File: config.mk
export PLATFORM = sky130hd
export DESIGN_NAME = rotary_valve_position_controller_flat
export DESIGN_NICKNAME = d
export VERILOG_FILES = /design/src/rtl/rvpc_pkg.sv /design/src/rtl/rvpc_if.sv /design/src/rtl/rotary_valve_position_controller.sv /design/src/rtl/rvpc_cfg_regs.sv /design/src/rtl/rvpc_detent.sv /design/src/flat_wrapper.sv
export SDC_FILE = /design/constraint.sdc
export NUM_CORES = 1
export LEC_CHECK = 0
export BUFFER_PORTS_ARGS = -buffer_cell sky130_fd_sc_hd__buf_2
export CELL_PAD_IN_SITES_DETAIL_PLACEMENT = 2
export CELL_PAD_IN_SITES_GLOBAL_PLACEMENT = 2
export CORE_ASPECT_RATIO = 1.1
export CORE_MARGIN = 4
export CORE_UTILIZATION = 42
export CTS_CLUSTER_DIAMETER = 60
export CTS_CLUSTER_SIZE = 30
export DETAILED_ROUTE_END_ITERATION = 8
export GPL_TIMING_DRIVEN = 0
export PLACE_DENSITY_LB_ADDON = 0.1
export SLEW_MARGIN = 30
export SYNTH_ARGS = -nofsm -noshare
export SYNTH_HDL_FRONTEND = slang
export SYNTH_HIERARCHICAL = 1
export SYNTH_SLANG_ARGS = --single-unit
File: constraint.sdc
create_clock -name clk -period 28.3 [get_ports clk]
set_input_delay 5.66 -clock clk [delete_from_list [all_inputs] [get_ports clk]]
set_output_delay 5.66 -clock clk [all_outputs]
set_load 0.01 [all_outputs]
File: src/rtl/rvpc_pkg.sv
`timescale 1ns / 1ps
// ----------------------------------------------------------------------------
// rvpc_pkg: shared types and constants of the rotary valve position controller
// operation, drive and status codes, register indexes, configuration struct
// ----------------------------------------------------------------------------
package rvpc_pkg;

  localparam int NUM_DETENTS     = 5;
  localparam int CENTER_WIDTH    = 15;
  localparam int TOL_WIDTH       = 10;
  localparam int TIMEOUT_WIDTH   = 16;
  localparam int CFG_INDEX_WIDTH = 3;
  localparam int CFG_DATA_WIDTH  = 16;

  typedef enum logic [1:0] {
    OP_TICK      = 2'd0,
    OP_TARGET    = 2'd1,
    OP_CALIBRATE = 2'd2,
    OP_UNUSED    = 2'd3
  } op_t;

  typedef enum logic [1:0] {
    DRIVE_STOP = 2'd0,
    DRIVE_CW   = 2'd1,
    DRIVE_CCW  = 2'd2
  } drive_t;

  typedef enum logic [1:0] {
    STATUS_ACCEPTED = 2'd0,
    STATUS_REJECTED = 2'd1,
    STATUS_NONE     = 2'd2
  } status_t;

  // register indexes on the configuration port
  localparam logic [CFG_INDEX_WIDTH-1:0] REG_CENTER1   = 3'd0;
  localparam logic [CFG_INDEX_WIDTH-1:0] REG_CENTER2   = 3'd1;
  localparam logic [CFG_INDEX_WIDTH-1:0] REG_CENTER3   = 3'd2;
  localparam logic [CFG_INDEX_WIDTH-1:0] REG_CENTER4   = 3'd3;
  localparam logic [CFG_INDEX_WIDTH-1:0] REG_CENTER5   = 3'd4;
  localparam logic [CFG_INDEX_WIDTH-1:0] REG_TOLERANCE = 3'd5;
  localparam logic [CFG_INDEX_WIDTH-1:0] REG_TIMEOUT   = 3'd6;

  // detent numbers
  localparam logic [2:0] DETENT_NONE  = 3'd0;
  localparam logic [2:0] DETENT_FIRST = 3'd1;
  localparam logic [2:0] DETENT_2     = 3'd2;
  localparam logic [2:0] DETENT_3     = 3'd3;
  localparam logic [2:0] DETENT_4     = 3'd4;
  localparam logic [2:0] DETENT_LAST  = 3'd5;

  typedef struct packed {
    logic [NUM_DETENTS-1:0][CENTER_WIDTH-1:0] center;
    logic [TOL_WIDTH-1:0]                     tolerance;
    logic [TIMEOUT_WIDTH-1:0]                 timeout;
  } cfg_t;

  localparam logic [CENTER_WIDTH-1:0] CENTER1_RESET = 15'd0;
  localparam logic [CENTER_WIDTH-1:0] CENTER2_RESET = 15'd240;
  localparam logic [CENTER_WIDTH-1:0] CENTER3_RESET = 15'd450;
  localparam logic [CENTER_WIDTH-1:0] CENTER4_RESET = 15'd670;
  localparam logic [CENTER_WIDTH-1:0] CENTER5_RESET = 15'd950;
  localparam logic [TOL_WIDTH-1:0]     TOLERANCE_RESET = 10'd10;
  localparam logic [TIMEOUT_WIDTH-1:0] TIMEOUT_RESET   = 16'd100;

  // what the detent finder reports for one count
  typedef struct packed {
    logic [2:0] nearest;
    logic       in_tolerance;
    logic       err_positive;
  } detent_info_t;

endpackage

File: src/rtl/rvpc_if.sv
`timescale 1ns / 1ps
// ----------------------------------------------------------------------------
// rvpc channels: request, result and configuration write interfaces
// valid/ready handshake, payload carried alongside
// ----------------------------------------------------------------------------
interface rvpc_cmd_if #(
  parameter int COUNT_WIDTH = 16,
  parameter int TIME_WIDTH  = 32
);
  logic                          valid;
  logic                          ready;
  logic [1:0]                    op;
  logic [2:0]                    target_request;
  logic signed [COUNT_WIDTH-1:0] pulse_count;
  logic [TIME_WIDTH-1:0]         now_time;

  modport source (output valid, op, target_request, pulse_count, now_time, input ready);
  modport sink (input valid, op, target_request, pulse_count, now_time, output ready);
endinterface

interface rvpc_result_if #(
  parameter int COUNT_WIDTH = 16
);
  logic                          valid;
  logic                          ready;
  logic [1:0]                    motor_drive;
  logic                          last_direction;
  logic [2:0]                    current_position;
  logic                          count_load;
  logic signed [COUNT_WIDTH-1:0] count_load_value;
  logic                          calibrating;
  logic [2:0]                    target_position;
  logic [1:0]                    request_status;

  modport source (output valid, motor_drive, last_direction, current_position, count_load,
                  count_load_value, calibrating, target_position, request_status,
                  input ready);
  modport sink (input valid, motor_drive, last_direction, current_position, count_load,
                count_load_value, calibrating, target_position, request_status,
                output ready);
endinterface

interface rvpc_cfg_if;
  logic                                   valid;
  logic                                   ready;
  logic [rvpc_pkg::CFG_INDEX_WIDTH-1:0]   index;
  logic [rvpc_pkg::CFG_DATA_WIDTH-1:0]    data;

  modport source (output valid, index, data, input ready);
  modport sink (input valid, index, data, output ready);
endinterface

File: src/rtl/rotary_valve_position_controller.sv
`timescale 1ns / 1ps
// a request accepted into the input register passes through the control step into the result register
// throughput: one request per cycle while results are taken, set by the single pass through the control step
// the input register takes a new request while a result waits in the output register
// reset (rst, synchronous, active high): no target, stopped, clockwise, not calibrating,
// stall tracking at count 0 and time 0, configuration back to its default values
// ----------------------------------------------------------------------------
// rotary_valve_position_controller: five-detent rotary valve position control
// finds the nearest detent, seeks the target centre, detects stalls and runs
// the end stop calibration, one result per request
// ----------------------------------------------------------------------------
module rotary_valve_position_controller #(
  parameter int COUNT_WIDTH = 16,
  parameter int TIME_WIDTH  = 32
) (
  input logic            clk,
  input logic            rst,
  rvpc_cmd_if.sink       cmd,
  rvpc_result_if.source  result,
  rvpc_cfg_if.sink       cfg
);

  // --------------------------------------------------------------------------
  // configuration registers, writes always taken
  // --------------------------------------------------------------------------
  rvpc_pkg::cfg_t cfg_q;

  assign cfg.ready = 1'b1;

  rvpc_cfg_regs u_cfg_regs (
    .clk      (clk),
    .rst      (rst),
    .wr_en    (cfg.valid),
    .wr_index (cfg.index),
    .wr_data  (cfg.data),
    .cfg      (cfg_q)
  );

  // --------------------------------------------------------------------------
  // input register
  // --------------------------------------------------------------------------
  logic                          in_full;
  logic [1:0]                    in_op;
  logic [2:0]                    in_req;
  logic signed [COUNT_WIDTH-1:0] in_count;
  logic [TIME_WIDTH-1:0]         in_time;
  logic                          advance;

  // the held request moves on when the result register is empty or being drained
  assign advance   = in_full && (!result.valid || result.ready);
  assign cmd.ready = !in_full || advance;

  always_ff @(posedge clk) begin
    if (rst) begin
      in_full <= 1'b0;
    end else if (cmd.ready) begin
      in_full <= cmd.valid;
    end
  end

  always_ff @(posedge clk) begin
    if (cmd.valid && cmd.ready) begin
      in_op    <= cmd.op;
      in_req   <= cmd.target_request;
      in_count <= cmd.pulse_count;
      in_time  <= cmd.now_time;
    end
  end

  // --------------------------------------------------------------------------
  // controller state
  // --------------------------------------------------------------------------
  logic [2:0]                    target_detent,    target_detent_next;
  logic [2:0]                    nearest_detent,   nearest_detent_next;
  logic                          calibration_flag, calibration_flag_next;
  logic signed [COUNT_WIDTH-1:0] tracked_count,    tracked_count_next;
  logic [TIME_WIDTH-1:0]         tracked_time,     tracked_time_next;
  rvpc_pkg::drive_t              drive_state,      drive_state_next;
  logic                          direction_flag,   direction_flag_next;

  logic                          load;
  logic signed [COUNT_WIDTH-1:0] load_value;
  rvpc_pkg::status_t             status;

  // --------------------------------------------------------------------------
  // detent finder and stall check
  // --------------------------------------------------------------------------
  rvpc_pkg::detent_info_t info;
  logic                   count_same;
  logic [TIME_WIDTH-1:0]  elapsed;
  logic                   timed_out;

  rvpc_detent #(
    .COUNT_WIDTH (COUNT_WIDTH)
  ) u_detent (
    .count  (in_count),
    .target (target_detent),
    .cfg    (cfg_q),
    .info   (info)
  );

  // elapsed time wraps with the time counter
  assign count_same = (in_count == tracked_count);
  assign elapsed    = in_time - tracked_time;
  assign timed_out  = (elapsed >= TIME_WIDTH'(cfg_q.timeout));

  // --------------------------------------------------------------------------
  // control step
  // --------------------------------------------------------------------------
  always_comb begin
    target_detent_next    = target_detent;
    nearest_detent_next   = nearest_detent;
    calibration_flag_next = calibration_flag;
    tracked_count_next    = tracked_count;
    tracked_time_next     = tracked_time;
    drive_state_next      = drive_state;
    direction_flag_next   = direction_flag;
    load                  = 1'b0;
    load_value            = '0;
    status                = rvpc_pkg::STATUS_NONE;

    unique case (rvpc_pkg::op_t'(in_op))
      rvpc_pkg::OP_TARGET: begin
        // no new target during calibration or beyond the last detent
        if (calibration_flag || (in_req > rvpc_pkg::DETENT_LAST)) begin
          status = rvpc_pkg::STATUS_REJECTED;
        end else begin
          target_detent_next = in_req;
          status             = rvpc_pkg::STATUS_ACCEPTED;
        end
      end
      rvpc_pkg::OP_CALIBRATE: begin
        calibration_flag_next = 1'b1;
        target_detent_next    = rvpc_pkg::DETENT_NONE;
        direction_flag_next   = 1'b0;
        drive_state_next      = rvpc_pkg::DRIVE_CCW;
        tracked_count_next    = in_count;
        tracked_time_next     = in_time;
      end
      rvpc_pkg::OP_TICK: begin
        nearest_detent_next = info.nearest;
        priority if (calibration_flag) begin
          // only stall detection while calibrating
          if (!count_same) begin
            tracked_count_next = in_count;
            tracked_time_next  = in_time;
          end else if (timed_out) begin
            drive_state_next      = rvpc_pkg::DRIVE_STOP;
            load                  = 1'b1;
            calibration_flag_next = 1'b0;
          end
        end else if ((target_detent == rvpc_pkg::DETENT_NONE) || info.in_tolerance) begin
          drive_state_next   = rvpc_pkg::DRIVE_STOP;
          tracked_count_next = in_count;
          tracked_time_next  = in_time;
        end else if (!count_same) begin
          // moving, restart tracking and keep seeking
          tracked_count_next  = in_count;
          tracked_time_next   = in_time;
          direction_flag_next = info.err_positive;
          drive_state_next    = info.err_positive ? rvpc_pkg::DRIVE_CW : rvpc_pkg::DRIVE_CCW;
        end else if (timed_out) begin
          // stalled while seeking, correct the count at the end stops
          drive_state_next   = rvpc_pkg::DRIVE_STOP;
          target_detent_next = rvpc_pkg::DETENT_NONE;
          if (target_detent == rvpc_pkg::DETENT_FIRST) begin
            load = 1'b1;
          end else if (target_detent == rvpc_pkg::DETENT_LAST) begin
            load       = 1'b1;
            load_value = COUNT_WIDTH'(cfg_q.center[rvpc_pkg::NUM_DETENTS-1]);
          end
        end else begin
          direction_flag_next = info.err_positive;
          drive_state_next    = info.err_positive ? rvpc_pkg::DRIVE_CW : rvpc_pkg::DRIVE_CCW;
        end
      end
      rvpc_pkg::OP_UNUSED: ;  // unused code leaves everything as it is
    endcase
  end

  always_ff @(posedge clk) begin
    if (rst) begin
      target_detent    <= rvpc_pkg::DETENT_NONE;
      nearest_detent   <= rvpc_pkg::DETENT_NONE;
      calibration_flag <= 1'b0;
      tracked_count    <= '0;
      tracked_time     <= '0;
      drive_state      <= rvpc_pkg::DRIVE_STOP;
      direction_flag   <= 1'b1;
    end else if (advance) begin
      target_detent    <= target_detent_next;
      nearest_detent   <= nearest_detent_next;
      calibration_flag <= calibration_flag_next;
      tracked_count    <= tracked_count_next;
      tracked_time     <= tracked_time_next;
      drive_state      <= drive_state_next;
      direction_flag   <= direction_flag_next;
    end
  end

  // --------------------------------------------------------------------------
  // result register
  // --------------------------------------------------------------------------
  always_ff @(posedge clk) begin
    if (rst) begin
      result.valid <= 1'b0;
    end else if (advance) begin
      result.valid <= 1'b1;
    end else if (result.ready) begin
      result.valid <= 1'b0;
    end
  end

  always_ff @(posedge clk) begin
    if (advance) begin
      result.motor_drive      <= drive_state_next;
      result.last_direction   <= direction_flag_next;
      result.current_position <= nearest_detent_next;
      result.count_load       <= load;
      result.count_load_value <= load_value;
      result.calibrating      <= calibration_flag_next;
      result.target_position  <= target_detent_next;
      result.request_status   <= status;
    end
  end

`ifndef NO_ASSERTIONS
  // a calibration run never carries a target
  a_calib_no_target: assert property (@(posedge clk) disable iff (rst)
    result.valid && result.calibrating |-> result.target_position == rvpc_pkg::DETENT_NONE)
    else $error("target set during calibration");

  // a count correction always comes with the motor stopped
  a_load_stops: assert property (@(posedge clk) disable iff (rst)
    result.valid && result.count_load |->
      result.motor_drive == rvpc_pkg::DRIVE_STOP && !result.calibrating)
    else $error("count correction while driving");

  // the reported direction agrees with the drive
  a_drive_dir: assert property (@(posedge clk) disable iff (rst)
    result.valid && result.motor_drive != rvpc_pkg::DRIVE_STOP |->
      result.last_direction == (result.motor_drive == rvpc_pkg::DRIVE_CW))
    else $error("drive and direction disagree");

  // a held request that cannot move on stays held
  a_in_hold: assert property (@(posedge clk) disable iff (rst)
    in_full && !advance |=> in_full)
    else $error("held request lost");
`endif

endmodule

File: src/rtl/rvpc_cfg_regs.sv
`timescale 1ns / 1ps
// ----------------------------------------------------------------------------
// rvpc_cfg_regs: configuration register file
// detent centres, position tolerance and stall timeout
// ----------------------------------------------------------------------------
module rvpc_cfg_regs (
  input  logic                                 clk,
  input  logic                                 rst,
  input  logic                                 wr_en,
  input  logic [rvpc_pkg::CFG_INDEX_WIDTH-1:0] wr_index,
  input  logic [rvpc_pkg::CFG_DATA_WIDTH-1:0]  wr_data,
  output rvpc_pkg::cfg_t                       cfg
);

  always_ff @(posedge clk) begin
    if (rst) begin
      cfg.center[0] <= rvpc_pkg::CENTER1_RESET;
      cfg.center[1] <= rvpc_pkg::CENTER2_RESET;
      cfg.center[2] <= rvpc_pkg::CENTER3_RESET;
      cfg.center[3] <= rvpc_pkg::CENTER4_RESET;
      cfg.center[4] <= rvpc_pkg::CENTER5_RESET;
      cfg.tolerance <= rvpc_pkg::TOLERANCE_RESET;
      cfg.timeout   <= rvpc_pkg::TIMEOUT_RESET;
    end else if (wr_en) begin
      unique case (wr_index)
        rvpc_pkg::REG_CENTER1:   cfg.center[0] <= wr_data[rvpc_pkg::CENTER_WIDTH-1:0];
        rvpc_pkg::REG_CENTER2:   cfg.center[1] <= wr_data[rvpc_pkg::CENTER_WIDTH-1:0];
        rvpc_pkg::REG_CENTER3:   cfg.center[2] <= wr_data[rvpc_pkg::CENTER_WIDTH-1:0];
        rvpc_pkg::REG_CENTER4:   cfg.center[3] <= wr_data[rvpc_pkg::CENTER_WIDTH-1:0];
        rvpc_pkg::REG_CENTER5:   cfg.center[4] <= wr_data[rvpc_pkg::CENTER_WIDTH-1:0];
        rvpc_pkg::REG_TOLERANCE: cfg.tolerance <= wr_data[rvpc_pkg::TOL_WIDTH-1:0];
        rvpc_pkg::REG_TIMEOUT:   cfg.timeout   <= wr_data[rvpc_pkg::TIMEOUT_WIDTH-1:0];
        default: ;  // writes past the last register are dropped
      endcase
    end
  end

endmodule

File: src/rtl/rvpc_detent.sv
`timescale 1ns / 1ps
// ----------------------------------------------------------------------------
// rvpc_detent: nearest detent and error to the target centre
// ties between two centres go to the lower detent
// ----------------------------------------------------------------------------
module rvpc_detent #(
  parameter int COUNT_WIDTH = 16
) (
  input  logic signed [COUNT_WIDTH-1:0] count,
  input  logic [2:0]                    target,
  input  rvpc_pkg::cfg_t                cfg,
  output rvpc_pkg::detent_info_t        info
);

  // one bit above the wider of count and the centre with a sign bit added
  localparam int DW = ((COUNT_WIDTH > rvpc_pkg::CENTER_WIDTH) ?
                       COUNT_WIDTH : rvpc_pkg::CENTER_WIDTH + 1) + 1;

  logic signed [DW-1:0] count_ext;
  logic signed [DW-1:0] diff [rvpc_pkg::NUM_DETENTS];
  logic [DW-1:0]        gap [rvpc_pkg::NUM_DETENTS];
  logic [DW-1:0]        best;
  logic [2:0]           pos;
  logic [rvpc_pkg::CENTER_WIDTH-1:0] target_center;
  logic signed [DW-1:0] err;
  logic [DW-1:0]        err_mag;

  assign count_ext = DW'(count);

  always_comb begin
    for (int k = 0; k < rvpc_pkg::NUM_DETENTS; k++) begin
      diff[k] = count_ext - $signed(DW'(cfg.center[k]));
      gap[k]  = diff[k][DW-1] ? DW'(-diff[k]) : DW'(diff[k]);
    end
  end

  // compare chain, strictly smaller wins so the lower detent keeps ties
  always_comb begin
    best = gap[0];
    pos  = rvpc_pkg::DETENT_FIRST;
    for (int k = 1; k < rvpc_pkg::NUM_DETENTS; k++) begin
      if (gap[k] < best) begin
        best = gap[k];
        pos  = 3'(k + 1);
      end
    end
  end

  always_comb begin
    unique case (target)
      rvpc_pkg::DETENT_FIRST: target_center = cfg.center[0];
      rvpc_pkg::DETENT_2:     target_center = cfg.center[1];
      rvpc_pkg::DETENT_3:     target_center = cfg.center[2];
      rvpc_pkg::DETENT_4:     target_center = cfg.center[3];
      rvpc_pkg::DETENT_LAST:  target_center = cfg.center[4];
      default:                target_center = cfg.center[0];
    endcase
  end

  assign err     = $signed(DW'(target_center)) - count_ext;
  assign err_mag = err[DW-1] ? DW'(-err) : DW'(err);

  assign info.nearest      = pos;
  assign info.in_tolerance = (err_mag <= DW'(cfg.tolerance));
  assign info.err_positive = !err[DW-1] && (err != '0);

endmodule

File: src/flat_wrapper.sv
// flat-port wrapper written by rule: the top's interface ports become plain ports
module rotary_valve_position_controller_flat 
#(
  parameter int COUNT_WIDTH = 16,
  parameter int TIME_WIDTH  = 32
)
  (clk, rst, cmd_valid, cmd_op, cmd_target_request, cmd_pulse_count, cmd_now_time, cmd_ready, result_valid, result_motor_drive, result_last_direction, result_current_position, result_count_load, result_count_load_value, result_calibrating, result_target_position, result_request_status, result_ready, cfg_valid, cfg_index, cfg_data, cfg_ready);
  rvpc_cmd_if #(.COUNT_WIDTH(COUNT_WIDTH), .TIME_WIDTH(TIME_WIDTH)) cmd_i ();
  rvpc_result_if #(.COUNT_WIDTH(COUNT_WIDTH)) result_i ();
  rvpc_cfg_if cfg_i ();
  input logic clk;
  input logic rst;
  input wire logic [$bits(cmd_i.valid)-1:0] cmd_valid;
  input wire logic [$bits(cmd_i.op)-1:0] cmd_op;
  input wire logic [$bits(cmd_i.target_request)-1:0] cmd_target_request;
  input wire logic [$bits(cmd_i.pulse_count)-1:0] cmd_pulse_count;
  input wire logic [$bits(cmd_i.now_time)-1:0] cmd_now_time;
  output wire logic [$bits(cmd_i.ready)-1:0] cmd_ready;
  output wire logic [$bits(result_i.valid)-1:0] result_valid;
  output wire logic [$bits(result_i.motor_drive)-1:0] result_motor_drive;
  output wire logic [$bits(result_i.last_direction)-1:0] result_last_direction;
  output wire logic [$bits(result_i.current_position)-1:0] result_current_position;
  output wire logic [$bits(result_i.count_load)-1:0] result_count_load;
  output wire logic [$bits(result_i.count_load_value)-1:0] result_count_load_value;
  output wire logic [$bits(result_i.calibrating)-1:0] result_calibrating;
  output wire logic [$bits(result_i.target_position)-1:0] result_target_position;
  output wire logic [$bits(result_i.request_status)-1:0] result_request_status;
  input wire logic [$bits(result_i.ready)-1:0] result_ready;
  input wire logic [$bits(cfg_i.valid)-1:0] cfg_valid;
  input wire logic [$bits(cfg_i.index)-1:0] cfg_index;
  input wire logic [$bits(cfg_i.data)-1:0] cfg_data;
  output wire logic [$bits(cfg_i.ready)-1:0] cfg_ready;
  assign cmd_i.valid = cmd_valid;
  assign cmd_i.op = cmd_op;
  assign cmd_i.target_request = cmd_target_request;
  assign cmd_i.pulse_count = cmd_pulse_count;
  assign cmd_i.now_time = cmd_now_time;
  assign cmd_ready = cmd_i.ready;
  assign result_valid = result_i.valid;
  assign result_motor_drive = result_i.motor_drive;
  assign result_last_direction = result_i.last_direction;
  assign result_current_position = result_i.current_position;
  assign result_count_load = result_i.count_load;
  assign result_count_load_value = result_i.count_load_value;
  assign result_calibrating = result_i.calibrating;
  assign result_target_position = result_i.target_position;
  assign result_request_status = result_i.request_status;
  assign result_i.ready = result_ready;
  assign cfg_i.valid = cfg_valid;
  assign cfg_i.index = cfg_index;
  assign cfg_i.data = cfg_data;
  assign cfg_ready = cfg_i.ready;
  rotary_valve_position_controller #(.COUNT_WIDTH(COUNT_WIDTH), .TIME_WIDTH(TIME_WIDTH)) u_core (.clk(clk), .rst(rst), .cmd(cmd_i), .result(result_i), .cfg(cfg_i));
endmodule
==> reports/results.tsv, run 1 <==
stage	metric	value	unit
outcome	status	finished clean	
cells_and_area	synthToLayoutAreaGrowth	9.53	%
cts	numCtsBuffers	19	
worst_hold_path	min_path_type	flip-flop to flip-flop	
cts	clk_pin_slew_worst_paths	90	ps
sta	max_freq	0.0611	GHz
yosys	synth-seq-area-share	26.6	%
floorplanning	rows	86	
cts	post_cts_resized	0	
yosys	synthFlopType	dfxtp_1	
worst_setup_path	crit_path_start_kind	flip-flop	
sta	slew_headroom	33.3	%
placement	io_buffers	102	
cells_and_area	final_common_cell	nor2_1	
grt	grt_start_max_net_pins	38	
cts	cts_tree	yes	
cells_and_area	multi_input_area	0.0142	mm^2
routing	drc	0	
sta	setup_slack	11930	ps
cells_and_area	final_cell_mix	nor2_1 (241), inv_1 (233), ha_1 (214)	
cts	htree_num_levels	1	
cts	clkSinkCount	242	
worst_setup_path	slowest_stage	edfxtp_1	
sta	fin_crit_sh	57.8	%
floorplanning	die_h	244	um
power	power	1.35	mW
yosys	syn-num-nets	2800	
yosys	async_flop_share	0	%
worst_setup_path	crit_path_max_incr_delay	1010	ps
cts	cts.path.max_buffers	3	
cells_and_area	drive_gt1_share	8.91	%
grt	grt_pass1_vias	21575	
worst_setup_path	critical_path_required	28740	ps
floorplanning	design.die.area	0.0543	mm^2
worst_setup_path	r2r_cells	65	
cts	hold_buffers	0	
yosys	synth_seq_cells	242	
routing	post_drt_wl_per_cell	24.8	um
routing	first_pass_iters	5	
cells_and_area	antennaDiodeCount	0	
sta	skew	35.1	ps
placement	dp_hpwl	66000	um
placement	dpl-instance-area	0.0226	mm^2
placement	dp_cells	3265	
sta	hold-worst-slack	482	ps
yosys	synth_edf_count	81	
floorplanning	die_w	223	um
worst_hold_path	hold_path_end	u_core/u_cfg_regs/cfg[22]	
run	max_cap_violations	0	
floorplanning	start_util	42.4	%
worst_setup_path	cpMostUsedCell	a21o_1	
grt	track_usage	29.2	%
grt	antenna_found_initial	4	
cells_and_area	nets	2924	
yosys	synth_area	0.0213	mm^2
floorplanning	ioPinCount	109	
worst_setup_path	critPathMaxFanout	12	
routing	first_iter_violations	907	
floorplanning	core_area	0.0501	mm^2
grt	grt_remaining_overflow	0	
sta	final-hold-violation-count	0	
cells_and_area	regArea	0.00566	mm^2
cells_and_area	post-route-util	46.4	%
cells_and_area	instances_no_fill	3298	
worst_setup_path	cp_num_buf_inv	8	
worst_setup_path	reg2reg_slack	11930	ps
routing	vias	19248	
worst_setup_path	cp-end-kind	flip-flop	
worst_setup_path	crit_family	compound AO/OA/AOI/OAI gates	
cells_and_area	fill_cells	5643	
worst_setup_path	worst_ep_arrival_time	16810	ps
sta	timing.final.crit_period	16370	ps
power	irDropWorstVdd	0.0000673	V
sta	worst_slew_pin_slew	1000	ps
sta	finalSetupTns	0	ps
cells_and_area	final_area	0.0233	mm^2
sta	maxSlewViolCount	0	
yosys	yosysUniqueCellTypes	108	
placement	place_ws	12000	ps
cts	cts_setup_buffers	0	
sta	final-setup-viol-count	0	
worst_hold_path	hold-path-cell-count	2	
placement	gp_congestion	0.957	
routing	drt-total-wl	81600	um
cts	clk_latency	540	ps
grt	grt_pass1_wl	126000	um
worst_setup_path	reg2reg_from	u_core/in_count[1]	
sta	rsz0062_at_grt	false	
worst_setup_path	rr_endpoint	u_core/nearest_detent[2]	
routing	via_per_inst	5.84	
yosys	synth_cells	2502	
yosys	syn_avg_cell_area	8.50	um^2
yosys	yosysWarnings	6	
cts	cts_root_buf	clkbuf_16	
routing	final_antenna_net_count	0	
power	power_density	57.9	mW/mm^2
worst_hold_path	min-delay-start	u_core/u_cfg_regs/cfg[22]	
power	leakage	10.2	nW
worst_setup_path	critPathKind	flip-flop to flip-flop	
worst max-delay path by stage:
stage / startpoint / to / slack (ps) / depth (start not counted)
after floorplan: u_core/in_count[1] / u_core/result.current_position[1] / 15980 / 62
after global placement: u_core/in_count[1] / u_core/nearest_detent[2] / 12530 / 65
after detailed placement: u_core/in_count[1] / u_core/nearest_detent[2] / 12000 / 65
after CTS: u_core/in_count[1] / u_core/nearest_detent[2] / 11980 / 65
after global routing: u_core/in_count[1] / u_core/nearest_detent[2] / 10920 / 65
final: u_core/in_count[1] / u_core/nearest_detent[2] / 11930 / 65
where the power goes:
group	leakage, nW	internal (mW)	switching [mW]
logic	7.77	0.266	0.404
clock network	0.319	0.141	0.149
registers	2.09	0.373	0.0164
cells by family after synthesis:
kind of cell | after synthesis | synth area share (%)
simple gates | 788 | 18.9
flops | 242 | 26.6
xor+xnor | 174 | 7.24
mux | 222 | 10.6
other cells | 2 | 0.0353
compound gates | 529 | 16.9
fa+ha+maj | 221 | 13.3
buf+inv | 324 | 6.47
registers in the layout, indices dropped and copies added (netlist names), 3 cells and up:
signal / count
u_core/tracked_count: 16
u_core/in_req: 3
u_core/result.target_position: 3
u_core/target_detent: 3
u_core/result.current_position: 3
u_core/in_time: 32
u_core/result.count_load_value: 15
u_core/u_cfg_regs/cfg: 101
u_core/in_count: 16
u_core/nearest_detent: 3
u_core/tracked_time: 32
routing by layer:
| metal | wire (um) | GRT usage [%] | vias to the layer above |
|---|---|---|---|
| li1 | - | - | 9089 |
| met1 | 33000 | 33.5 | 9591 |
| met2 | 41800 | 54.4 | 362 |
| met3 | 2290 | 2.57 | 198 |
| met4 | 4530 | 13.9 | 8 |
| met5 | 47 | 0 | - |
worst reg2reg max path, delay by kind of cell, from the launching register on:
family	cells	cell delay (ps)
AO/OA/AOI/OAI	29	7000
AND/OR/NAND/NOR	19	3360
buffers and inverters	8	1890
adder cells (fa/ha/maj)	5	1660
flip-flops	1	1010
multiplexers	3	850
XOR/XNOR	1	510
cell usage after synthesis, types with 7 or more instances:
| cell type | n | share of area, % |
|---|---|---|
| o211ai_1 | 18 | 0.64 |
| o21ai_0 | 111 | 2.6 |
| a21boi_0 | 17 | 0.60 |
| dfxtp_1 | 161 | 15 |
| buf_4 | 9 | 0.32 |
| a21o_1 | 45 | 1.6 |
| edfxtp_1 | 81 | 11 |
| o221ai_1 | 8 | 0.33 |
| inv_1 | 234 | 4.1 |
| nand4b_1 | 8 | 0.33 |
| o31a_1 | 8 | 0.33 |
| a31oi_1 | 15 | 0.44 |
| nor3b_1 | 8 | 0.28 |
| nor4_1 | 15 | 0.44 |
| nand2b_1 | 124 | 3.6 |
| o2111ai_1 | 13 | 0.54 |
| a21oi_1 | 131 | 3.1 |
| nor2b_1 | 37 | 1.1 |
| mux2i_1 | 204 | 9.6 |
| and2_1 | 25 | 0.74 |
| fa_1 | 7 | 0.66 |
| nand3_1 | 31 | 0.73 |
| clkbuf_1 | 49 | 0.87 |
| or3_1 | 22 | 0.65 |
| mux2_2 | 11 | 0.58 |
| nor3_1 | 45 | 1.1 |
| buf_6 | 10 | 0.53 |
| ha_1 | 214 | 13 |
| a211oi_1 | 13 | 0.46 |
| nand2_1 | 142 | 2.5 |
| o31ai_1 | 18 | 0.64 |
| nand4_1 | 33 | 0.97 |
| xnor2_1 | 105 | 4.3 |
| or2_2 | 11 | 0.32 |
| o21bai_1 | 13 | 0.46 |
| nor2_1 | 241 | 4.3 |
| buf_2 | 15 | 0.35 |
| o21a_1 | 31 | 1.1 |
| xor2_1 | 67 | 2.8 |
layout make-up:
class	count	share of cell area (%)
repair buffers	103	2.28
clock buffers	19	2.04
plain buffers	90	2.14
multi-input cells	1936	61.2
inverters	234	3.77
flip-flops and latches	242	24.3
clock inverters	14	0.752
well taps	660	3.55
Note: power is estimated with default switching activity, not from simulation.
==> inputs of run 2 (changes only) <==
--- a/config.mk
+++ b/config.mk
@@ -10,7 +10,7 @@
 export CELL_PAD_IN_SITES_GLOBAL_PLACEMENT = 2
 export CORE_ASPECT_RATIO = 1.1
 export CORE_MARGIN = 4
-export CORE_UTILIZATION = 42
+export CORE_UTILIZATION = 35
 export CTS_CLUSTER_DIAMETER = 60
 export CTS_CLUSTER_SIZE = 30
 export DETAILED_ROUTE_END_ITERATION = 8
==> constraint.sdc (replaced) <==
create_clock -name clk -period 14.75 [get_ports clk]
set_input_delay 2.95 -clock clk [delete_from_list [all_inputs] [get_ports clk]]
set_output_delay 2.95 -clock clk [all_outputs]
set_load 0.01 [all_outputs]
==> reports/results.tsv, run 2 (synthesized netlist as in run 1, its figures left out) <==
stage	metric	value	unit	change
worst_setup_path	slowest_stage	edfxtp_1		
routing	via_per_inst	5.51		-5.7%
sta	setup_slack	635	ps	-11300 ps
floorplanning	core_area	0.0600	mm^2	+20%
cells_and_area	fill_cells	6818		+21%
floorplanning	design.die.area	0.0648	mm^2	+19%
power	pwr-share-clk	22.1	%	+0.6 points
power	seqPwrFrac	27.9	%	-0.9 points
cts	clkSinkCount	242		unchanged
cells_and_area	final_common_cell	nor2_1		
power	p_int	1.56	mW	+100%
cells_and_area	final_area	0.0239	mm^2	+2.8%
worst_setup_path	crit_path_start_kind	flip-flop		
floorplanning	die_h	267	um	+9.2%
worst_setup_path	crit_path_max_incr_delay	500	ps	-510 ps
placement	io_buffers	102		unchanged
worst_setup_path	cp-end-kind	flip-flop		
grt	antenna_found_initial	5		+1
worst_setup_path	cpMostUsedCell	a21o_1		
sta	slew_headroom	34.8	%	+1.5 points
worst_setup_path	worst_ep_arrival_time	14560	ps	-2250 ps
cts	clk_pin_slew_worst_paths	70	ps	-20 ps
routing	first_iter_violations	730		-20%
outcome	status	finished clean		
cts	clk_latency	540	ps	about the same
cells_and_area	final_cell_mix	nor2_1 (241), inv_1 (231), ha_1 (214)		
sta	skew	16.0	ps	-19.1 ps
power	power	2.66	mW	+97%
placement	dp_hpwl	66400	um	+0.54%
sta	final-setup-viol-count	0		unchanged
routing	post_drt_wl_per_cell	23.7	um	-4.4%
sta	timing.final.crit_period	14110	ps	-2250 ps
sta	final-hold-violation-count	0		unchanged
cts	htree_num_levels	1		unchanged
sta	finalSetupTns	0	ps	unchanged
grt	grt_pass1_vias	20973		-2.8%
worst_hold_path	min_path_type	flip-flop to flip-flop		
routing	vias	18986		-1.4%
grt	track_usage	24.3	%	-4.9 points
cells_and_area	top_register	u_core/u_cfg_regs/cfg		
floorplanning	ioPinCount	109		unchanged
power	power_density	111	mW/mm^2	+92%
routing	drc	0		unchanged
floorplanning	rows	94		+9.3%
cells_and_area	nets	2961		+1.3%
grt	grt_start_max_net_pins	43		+13%
cts	cts_root_buf	clkbuf_16		
grt	grt_pass1_wl	123000	um	-2.0%
sta	max_freq	0.0708	GHz	+16%
power	leakage	10.4	nW	+2.5%
placement	dpl-instance-area	0.0228	mm^2	+0.72%
sta	maxSlewViolCount	0		unchanged
worst_setup_path	critical_path_required	15190	ps	-13550 ps
power	p_sw_share	41.2	%	-0.97 points
cells_and_area	largest_register_ffs	101		unchanged
power	power_frac_comb	50.1	%	+0.4 points
sta	hold-worst-slack	481	ps	-1.06 ps
sta	fin_crit_sh	95.7	%	+38 points
cells_and_area	reg.largest.list	u_core/u_cfg_regs/cfg x101, u_core/in_time x32, u_core/tracked_time x32		
cts	cts_tree	yes		
power	switching_power	1.09	mW	+92%
cts	cts.path.max_buffers	3		unchanged
cts	numCtsBuffers	21		+2
power	irDropWorstVdd	0.000122	V	+82%
grt	grt_remaining_overflow	0		unchanged
cells_and_area	synthToLayoutAreaGrowth	12.6	%	
worst_setup_path	critPathKind	flip-flop to flip-flop		
cells_and_area	drive_gt1_share	11.0	%	+2.1 points
cts	hold_buffers	0		unchanged
floorplanning	die_w	243	um	+9.2%
sta	worst_slew_pin_slew	978	ps	-21.9 ps
run	max_cap_violations	0		unchanged
placement	place_ws	-1310	ps	-13300 ps
worst_setup_path	critPathMaxFanout	10		-2
routing	drt-total-wl	81600	um	about the same
routing	final_antenna_net_count	0		unchanged
floorplanning	start_util	35.4	%	-7.0 points
routing	first_pass_iters	5		unchanged
placement	gp_congestion	0.911		-4.9%
## run 2: cell count changes in the layout (fill, tap and decap cells not counted), moves of 3 or more
cell,delta
buf_4,+29
clkinv_8,-3
diode_2,+3
inv_8,-3
o21ai_1,+6
mux2i_1,-3
o21ai_0,-8
buf_12,+4
## run 2: repair_timing
| action | 4_1_cts | 5_1_grt |
|---|---|---|
| pin swaps | 1 | 7 |
| hold endpoints to repair | 0 | 0 |
| setup endpoints to repair | 6 | 6 |
| setup buffers | 9 | 24 |
| resized for setup | 14 | 30 |
## run 2: power by group through the flow
stage	sequential, mW	clock [mW]	combinational [mW]
global placement	0.761	0	1.21
global route	0.743	0.633	1.47
finish	0.741	0.587	1.33
floorplan	0.747	0	0.888
CTS	0.744	0.605	1.29
detailed placement	0.761	0	1.27
## run 2: final timing paths
check | start | to | slack [ps] | cells after the start
max reg2reg | u_core/in_count[1] | u_core/nearest_detent[0] | 640 | 68
min reg2reg | u_core/u_cfg_regs/cfg[21] | u_core/u_cfg_regs/cfg[21] | 480 | 2
min | u_core/u_cfg_regs/cfg[21] | u_core/u_cfg_regs/cfg[21] | 480 | 2
max | u_core/in_count[1] | u_core/nearest_detent[0] | 640 | 68
## run 2: layout make-up
| class | instances | area, um^2 | share of cell area [%] |
|---|---|---|---|
| Multi-Input combinational cell | 1936 | 14400 | 60.0 |
| Sequential cell | 242 | 5660 | 23.6 |
| Tap cell | 768 | 961 | 4.01 |
| Inverter | 234 | 882 | 3.68 |
| Timing Repair Buffer | 138 | 861 | 3.60 |
| Clock buffer | 22 | 529 | 2.21 |
| Buffer | 90 | 509 | 2.13 |
| Clock inverter | 15 | 168 | 0.700 |
| Antenna cell | 3 | 7.51 | 0.0314 |
## run 2: routing by layer
metal	track usage, %	vias to the layer above	share of wire (%)
li1	-	9157	-
met1	28.3	9448	42
met2	46.2	257	52
met3	2.16	120	2.2
met4	8.85	4	4.1
met5	0	-	0.042
## run 2: stage by stage
step | std cells | utilization [%]
after detailed placement | 3375 | 38.0
after global placement | 3372 | 37.9
final | 3448 | 39.9
after CTS | 3421 | 39.4
after global routing | 3446 | 39.9
after floorplan | 2502 | -
## run 2: critical path: cells and delay by family (launching register included)
kind	cells	cell delay, ps
AND/OR/NAND/NOR	19	2780
flip-flops	1	500
AO/OA/AOI/OAI	30	6290
adder cells (fa/ha/maj)	5	1510
XOR/XNOR	1	270
buffers and inverters	10	1860
multiplexers	3	730
==> inputs of run 3 (changes only) <==
--- a/config.mk
+++ b/config.mk
@@ -6,11 +6,12 @@
 export NUM_CORES = 1
 export LEC_CHECK = 0
 export BUFFER_PORTS_ARGS = -buffer_cell sky130_fd_sc_hd__buf_2
-export CELL_PAD_IN_SITES_DETAIL_PLACEMENT = 2
-export CELL_PAD_IN_SITES_GLOBAL_PLACEMENT = 2
+export CAP_MARGIN = 20
+export CELL_PAD_IN_SITES_DETAIL_PLACEMENT = 1
+export CELL_PAD_IN_SITES_GLOBAL_PLACEMENT = 1
 export CORE_ASPECT_RATIO = 1.1
 export CORE_MARGIN = 4
-export CORE_UTILIZATION = 35
+export CORE_UTILIZATION = 44
 export CTS_CLUSTER_DIAMETER = 60
 export CTS_CLUSTER_SIZE = 30
 export DETAILED_ROUTE_END_ITERATION = 8
==> constraint.sdc (replaced) <==
create_clock -name clk -period 14.75 [get_ports clk]
set_input_delay 1.475 -clock clk [delete_from_list [all_inputs] [get_ports clk]]
set_output_delay 1.475 -clock clk [all_outputs]
set_load 0.01 [all_outputs]
==> reports/results.tsv, run 3 (synthesized netlist as in run 1, its figures left out) <==
stage	metric	value	unit	change
placement	io_buffers	102		unchanged
sta	fin_crit_sh	94.7	%	-1.0 points
routing	drc	0		unchanged
cells_and_area	synthToLayoutAreaGrowth	12.1	%	
worst_setup_path	crit_path_max_incr_delay	420	ps	-80 ps
sta	slew_headroom	34.0	%	-0.75 points
run	max_cap_violations	0		unchanged
grt	antenna_found_initial	4		-1
cells_and_area	post-route-util	49.9	%	+9.9 points
cts	hold_buffers	0		unchanged
worst_setup_path	critical_path_required	15160	ps	-30 ps
sta	timing.final.crit_period	13970	ps	-147 ps
grt	track_usage	27.9	%	+3.7 points
cells_and_area	antennaDiodeCount	0		-3
grt	grt_pass1_vias	19805		-5.6%
placement	gp_congestion	0.936		+2.7%
worst_setup_path	worst_ep_arrival_time	14380	ps	-180 ps
cells_and_area	final_common_cell	nor2_1		
power	power_density	112	mW/mm^2	+0.44%
worst_hold_path	min_path_type	flip-flop to flip-flop		
sta	hold-worst-slack	482	ps	+0.863 ps
sta	skew	34.1	ps	+18.2 ps
worst_setup_path	reg2reg_slack	780	ps	+150 ps
routing	drt-total-wl	74400	um	-8.8%
worst_setup_path	critPathKind	flip-flop to flip-flop		
worst_setup_path	reg2reg_from	u_core/in_count[0]		
worst_hold_path	min-delay-start	u_core/u_cfg_regs/cfg[1]		
cells_and_area	reg.largest.list	u_core/u_cfg_regs/cfg x101, u_core/in_time x32, u_core/tracked_time x32		
power	irDropWorstVdd	0.000110	V	-9.9%
grt	grt_start_max_net_pins	36		-16%
placement	dp_hpwl	59600	um	-10%
floorplanning	start_util	44.5	%	+9.0 points
outcome	status	finished clean		
cells_and_area	nets	2963		+0.068%
cts	numCtsBuffers	23		+9.5%
cts	clk_pin_slew_worst_paths	80	ps	about the same
cells_and_area	drive_gt1_share	11.1	%	+0.13 points
cts	cts.path.max_buffers	3		unchanged
worst_setup_path	r2r_cells	65		-4.4%
grt	grt_pass1_wl	114000	um	-7.7%
worst_setup_path	cp-end-kind	flip-flop		
routing	post_drt_wl_per_cell	22.4	um	-5.5%
routing	vias	18970		-0.084%
cts	htree_num_levels	1		unchanged
cells_and_area	largest_register_ffs	101		unchanged
sta	maxSlewViolCount	0		unchanged
floorplanning	die_h	239	um	-10%
cts	clk_latency	560	ps	+20 ps
floorplanning	design.die.area	0.0519	mm^2	-20%
routing	first_pass_iters	7		+2
floorplanning	ioPinCount	109		unchanged
worst_hold_path	hold_path_end	u_core/u_cfg_regs/cfg[1]		
cells_and_area	final_cell_mix	nor2_1 (241), inv_1 (232), ha_1 (214)		
floorplanning	die_w	218	um	-10%
power	leakage	10.5	nW	+0.27%
worst_setup_path	critPathMaxFanout	10		unchanged
sta	final-hold-violation-count	0		unchanged
worst_setup_path	rr_endpoint	u_core/nearest_detent[1]		
sta	max_freq	0.0716	GHz	+1.1%
cts	clkSinkCount	242		unchanged
cells_and_area	fill_cells	5787		-15%
floorplanning	core_area	0.0478	mm^2	-20%
cts	cts_root_buf	clkbuf_16		
routing	via_per_inst	5.70		+3.5%
worst_setup_path	crit_path_start_kind	flip-flop		
worst_setup_path	slowest_stage	edfxtp_1		
sta	final-setup-viol-count	0		unchanged
routing	first_iter_violations	863		+18%
worst_hold_path	hold-path-cell-count	2		unchanged
cells_and_area	top_register	u_core/u_cfg_regs/cfg		
worst_setup_path	cpMostUsedCell	a21o_1		
grt	grt_remaining_overflow	0		unchanged
floorplanning	rows	84		-11%
sta	worst_slew_pin_slew	986	ps	+7.66 ps
routing	final_antenna_net_count	0		unchanged
cts	cts_tree	yes		
==> run 3: cell types whose count changed in the layout (fill, tap and decap cells not counted), moves of 2 or more <==
cell / before / now
bufinv_16: 2 / 0
buf_12: 6 / 4
clkbuf_16: 21 / 23
diode_2: 3 / 0
clkinv_8: 0 / 4
buf_4: 38 / 41
==> run 3: how the worst max path moves through the flow <==
| stage | start | end | slack [ps] | depth (start not counted) |
|---|---|---|---|---|
| floorplan | u_core/in_count[1] | u_core/result.current_position[1] | 2430 | 62 |
| global placement | u_core/in_count[1] | u_core/nearest_detent[1] | -920 | 65 |
| detailed placement | u_core/in_count[1] | u_core/nearest_detent[2] | -1230 | 65 |
| CTS | u_core/in_count[4] | u_core/nearest_detent[1] | 4 | 64 |
| global route | u_core/in_count[0] | u_core/nearest_detent[1] | -40 | 65 |
| finish | u_core/in_count[0] | u_core/nearest_detent[1] | 780 | 65 |
==> run 3: report_power, final <==
part           internal, mW  switching (mW)  total (mW)
Clock                 0.311           0.304       0.615
Combinational         0.537           0.768        1.31
Sequential            0.715          0.0230       0.738
==> run 3: stage by stage <==
stage	setup TNS, ps	std cells	total power [mW]	area [um^2]	worst slack, ps
6_report	0	3327	2.66	23800	783
5_1_grt	-60.4	3327	2.85	23800	-37.4
4_1_cts	0	3306	2.64	23500	4.34
3_5_place_dp	-7050	3250	2.00	22600	-1230
3_3_place_gp	-5120	3249	1.95	22600	-923
2_1_floorplan	0	2502	1.63	21300	2430
==> run 3: area by class of cell <==
class / count / area [um^2] / area share [%]
clock buffer: 25 / 593 / 2.49
multi-input combinational: 1936 / 14400 / 60.3
tap: 645 / 807 / 3.38
timing repair buffer: 138 / 822 / 3.45
sequential: 242 / 5660 / 23.7
buffer: 90 / 507 / 2.13
inverter: 234 / 882 / 3.70
clock inverter: 17 / 189 / 0.792
==> run 3: timing repair <==
item,4_1_cts,5_1_grt
gates resized for setup,11,34
pin swaps,0,6
gates cloned,0,0
setup endpoints to repair,6,6
setup buffers,14,21
==> run 3: layer usage <==
layer  up-vias  routed length [um]  GRT usage (%)  part of all wire (%)
met5         -                  34              0                 0.046
li1       9189                   -              -                     -
met4         6                3300           10.5                   4.4
met1      9282               30400           33.1                    41
met3       147                2470           2.76                   3.3
met2       346               38200           52.0                    51
==> run 3: worst max-delay path, delay by kind of cell, from the launching register on <==
kind	cells	cell delay [ps]
and+or+nand+nor	18	2670
adders and majority gates	6	1830
buffers and inverters	7	1360
AOI/OAI and AO/OA	30	6250
DFF	1	420
muxes	4	1230
